## src/sv/ppa_pkg.sv

```systemverilog
// Shared constants for the per-CPU page allocator.
package ppa_pkg;

  localparam int unsigned ADDR_W = 56;
  localparam int unsigned CPU_ID_W = 3;
  localparam int unsigned STATUS_W = 2;
  localparam int unsigned CFG_IDX_W = 1;

  localparam int unsigned NUM_CPUS_DEF = 8;
  localparam int unsigned NUM_PAGES_DEF = 32768;
  localparam int unsigned PAGE_BYTES_DEF = 4096;

  localparam logic OP_ALLOC = 1'b0;
  localparam logic OP_FREE = 1'b1;

  localparam logic [STATUS_W-1:0] ST_OK = 2'd0;
  localparam logic [STATUS_W-1:0] ST_OOM = 2'd1;
  localparam logic [STATUS_W-1:0] ST_BAD = 2'd2;

  localparam logic [CFG_IDX_W-1:0] CFG_POOL_LOW = 1'd0;
  localparam logic [CFG_IDX_W-1:0] CFG_POOL_TOP = 1'd1;

  localparam logic [ADDR_W-1:0] POOL_LOW_RST = 56'd0;
  localparam logic [ADDR_W-1:0] POOL_TOP_RST = 56'd134217728;

endpackage

```

## src/sv/ppa_head_store.sv

```systemverilog
// List head store: head page memory per CPU plus per-CPU non-empty flags.
module ppa_head_store import ppa_pkg::*; #(
  parameter int unsigned NUM_CPUS = NUM_CPUS_DEF,
  parameter int unsigned CPU_W = 3,
  parameter int unsigned PN_W = 15
) (
  input  logic                clk_i,
  input  logic                rst_ni,
  input  logic                rd_en_i,
  input  logic [CPU_W-1:0]    rd_cpu_i,
  output logic [PN_W-1:0]     rd_page_o,
  input  logic                wr_en_i,
  input  logic [CPU_W-1:0]    wr_cpu_i,
  input  logic [PN_W-1:0]     wr_page_i,
  input  logic                wr_valid_i,
  output logic [NUM_CPUS-1:0] valid_o
);

  logic [PN_W-1:0]     head_mem [NUM_CPUS];
  logic [PN_W-1:0]     rd_page_q;
  logic [NUM_CPUS-1:0] valid_q;

  always_ff @(posedge clk_i) begin
    if (wr_en_i) begin
      head_mem[wr_cpu_i] <= wr_page_i;
    end
    if (rd_en_i) begin
      rd_page_q <= head_mem[rd_cpu_i];
    end
  end

  always_ff @(posedge clk_i or negedge rst_ni) begin
    if (!rst_ni) begin
      valid_q <= '0;
    end else if (wr_en_i) begin
      valid_q[wr_cpu_i] <= wr_valid_i;
    end
  end

  assign rd_page_o = rd_page_q;
  assign valid_o   = valid_q;

endmodule

```

## config.mk

```make
export PLATFORM = sky130hd
export DESIGN_NAME = ppa_head_store
export DESIGN_NICKNAME = d
export VERILOG_FILES = /design/src/sv/ppa_pkg.sv /design/src/sv/ppa_head_store.sv
export SDC_FILE = /design/constraint.sdc
export NUM_CORES = 1
export LEC_CHECK = 0
export ABC_AREA = 1
export ABC_CLOCK_PERIOD_IN_PS = 1800
export BUFFER_PORTS_ARGS = -buffer_cell sky130_fd_sc_hd__buf_2
export CELL_PAD_IN_SITES_DETAIL_PLACEMENT = 0
export CELL_PAD_IN_SITES_GLOBAL_PLACEMENT = 1
export CORE_UTILIZATION = 30
export CTS_CLUSTER_DIAMETER = 60
export DETAILED_ROUTE_END_ITERATION = 6
export PLACE_DENSITY_LB_ADDON = 0.1
export SYNTH_ARGS = -nofsm -noshare
export SYNTH_HDL_FRONTEND = slang
export SYNTH_SLANG_ARGS = --single-unit
```

## constraint.sdc

```tcl
create_clock -name clk_i -period 1.8 [get_ports clk_i]
set_input_delay 0.09 -clock clk_i [delete_from_list [all_inputs] [get_ports clk_i]]
set_output_delay 0.09 -clock clk_i [all_outputs]
set_load 0.01 [all_outputs]
```

==> results.yml <==
status:
  outcome: "complete, no violations"
setup_path:
  crit_fanout: 1
  slowest_delay_ns: 0.43
  path_buf_inv: 1
  cp_top_family: "flip-flops"
  endpoint_kind: "output pin"
  cpMaxStageDelayCell: "edfxtp_1"
  reg2reg_from: "head_mem[2][7]"
  crit_path_start_kind: "flip-flop"
  cp_cell_sequence: "buf_2"
  worstPathRequired_ns: 1.71
  r2r_setup_slack_ns: 0.79
  cp.arrival_ns: 1.01
  worstSetupPathType: "reg -> out"
  r2r-end: "rd_page_o[7]"
  rr_worst_depth: 6
synth:
  synth_xor_area_share_pct: 0
  synth-seq-area-share_pct: 70.06
  yosys_warnings: 0
  yosys.cell_count.top_type: "nand2_1"
  syn_area_um2: 6072
  syn-num-nets: 611
  postSynth.asyncResetShare_pct: 5.594
  syn_inst: 585
  synth_top_area_share_pct: 66.76
  yosys-top-cells-area: "edfxtp_1 (67%), nand2_1 (13%), inv_1 (8.3%)"
  yosys-top-cells-count: "nand2_1 (210), edfxtp_1 (135), inv_1 (134)"
  synth_edf_count: 135
  synth_compound_area_share_pct: 0.6594
  avgSynthCellArea_um2: 10.38
  synth_largest_area_cell: "edfxtp_1"
  synth_cell_type_count: 13
  synth_top_flop_cell: "edfxtp_1"
  synth-adder-area-share_pct: 0
  synth.mux.area_fraction_pct: 0
  yosys.area_share.simple_pct: 18.38
  synth_top_family_by_area: "simple AND/OR/NAND/NOR gates"
  ys_ff_latch: 143
detailed_routing:
  highest_layer: "met4"
  drc: 0
  vias: 3881
  ant_nets: 0
  first_pass_iters: 4
  finalWirelength_mm: 14.03
  route.met2.wl_mm: 6.865
  vias_per_cell: 4.124
  drt_iter0_drc: 225
  post_drt_wl_per_cell_um: 14.91
  met3WireLength_um: 480
  wl_met1_mm: 6.521
global_routing:
  grt_pass1_wl_mm: 21.99
  antenna_found_initial: 0
  grt_max_degree: 31
  grt_pass1_vias: 3852
  track_usage_pct: 14.96
  grt-ovfl-total: 0
die:
  rows: 51
  io_pins: 49
  chipWidth_um: 144.3
  start_util_pct: 30.90
  fp.coreArea_um2: 19650
  die-height_um: 144.3
  die_area_um2: 20810
placement:
  place_area_um2: 6684
  globalplace.congestion: 0.7356
  place_hpwl_mm: 8.040
  dp_slack_ns: 0.2989
  port_buffers: 48
worst_hold_path:
  hold_path_class: "in -> async"
sta:
  layout_min_cycle_time_ns: 1.104
  report.final.slew_viol_count: 0
  tightest_slew_ns: 0.5552
  setup_ws_ns: 0.6961
  max_clock_freq_mhz: 905.9
  setup_tns_ns: 0
  finClkSkew_ns: 0.003171
  finalCritPeriodShare_pct: 61.33
  slew-limit-headroom_pct: 62.99
  finalHoldViolCount: 0
  rsz0062_at_grt: "no"
  setup_viol: 0
clock_network:
  clockRootBuffer: "clkbuf_16"
  postCtsHoldBufs: 16
  clkSinkCount: 143
  clockBufferDepth: 2
  post-cts-setup-buffers: 0
  cts_htree_levels: 4
  clock_latency_ns: 0.41
  cts_resized: 0
  numCtsBuffers: 17
  path_clk_slew_ns: 0.06
  cts_tree: "built"
final_layout:
  final_util_pct: 37.87
  antennaDiodeCount: 0
  drive_above_1_share_pct: 14.05
  area_delta_synth_final_pct: 22.56
  final_area_um2: 7442
  nets: 689
power_and_ir_drop:
  power.density_nw_per_um2: 1069
  leakagePower_nw: 3.447
  ir_drop_mv: 0.6380
run:
  cap_violations: 0
-- state kept, by name (all words and copies together), names as in the netlist --
name / count
head_mem: 120
rd_page_o: 15
valid_o: 8
-- area by class of cell --
class / count / area, um2
fill: 1989 / 12210
sequential: 143 / 4254
multi-input combinational: 285 / 1159
timing repair buffer: 81 / 590.6
clock buffer: 27 / 523.0
inverter: 135 / 509.2
tap: 265 / 331.6
clock inverter: 5 / 75.07
-- where the power goes --
part | switching, W | leakage [nW] | internal, W
Sequential | 0.0000416 | 1.34 | 0.00381
Clock | 0.00126 | 0.297 | 0.00226
Combinational | 0.000376 | 1.81 | 0.000212
-- layout by cell type, fill, tap and decap left out --
| cell type | n |
|---|---|
| dfrtp_1 | 8 |
| clkbuf_8 | 6 |
| nor2_1 | 5 |
| bufinv_16 | 2 |
| edfxtp_1 | 135 |
| nand3_1 | 61 |
| nand2_1 | 210 |
| clkinv_2 | 3 |
| a21oi_1 | 1 |
| buf_12 | 5 |
| o21ai_0 | 7 |
| buf_2 | 48 |
| clkbuf_16 | 17 |
| inv_4 | 1 |
| dlygate4sd3_1 | 16 |
| buf_4 | 12 |
| inv_1 | 134 |
| nor2_2 | 1 |
| clkbuf_1 | 4 |
-- how the worst max path moves through the flow --
stage                       from        endpoint  cells after the start
floorplan                wr_en_i  head_mem[7][0]                      2
global placement     rd_cpu_i[0]    rd_page_o[0]                      7
detailed placement   rd_cpu_i[0]    rd_page_o[0]                      7
CTS                 rd_page_o[5]    rd_page_o[5]                      1
global route         rd_cpu_i[0]    rd_page_o[1]                      7
finish              rd_page_o[5]    rd_page_o[5]                      1
-- cell families (layout without fill, tap and decap cells) --
kind of cell           Yosys count  count (layout)
and+or+nand+nor                277             277
buffers and inverters          157             248
AOI/OAI and AO/OA                8               8
DFF                            143             143
-- worst reg2reg max path, cell delays in order, from the launching register on --
cell      delay (ns)
edfxtp_1        0.37
inv_1           0.07
nand2_1         0.05
nand3_1         0.06
nand2_1         0.06
nand2_1         0.05
nand2_1         0.09
-- through the flow --
stage	total power [W]	hold slack, ns	std cells
after global placement	0.004488	-0.05861	893
after detailed placement	0.004493	-0.05581	893
final	0.007953	0.04286	941
after CTS	0.008053	0.03120	941
after global routing	0.008282	0.03365	941
after floorplan	0.004235	-0.2056	585
-- routing by layer --
layer  vias to the layer above  GRT usage (%)
met1                      1832          18.61
met3                        13          3.609
met4                         0          5.208
met5                         -              0
li1                       1976              -
met2                        60          25.30
(Power assumes the default switching activity.)
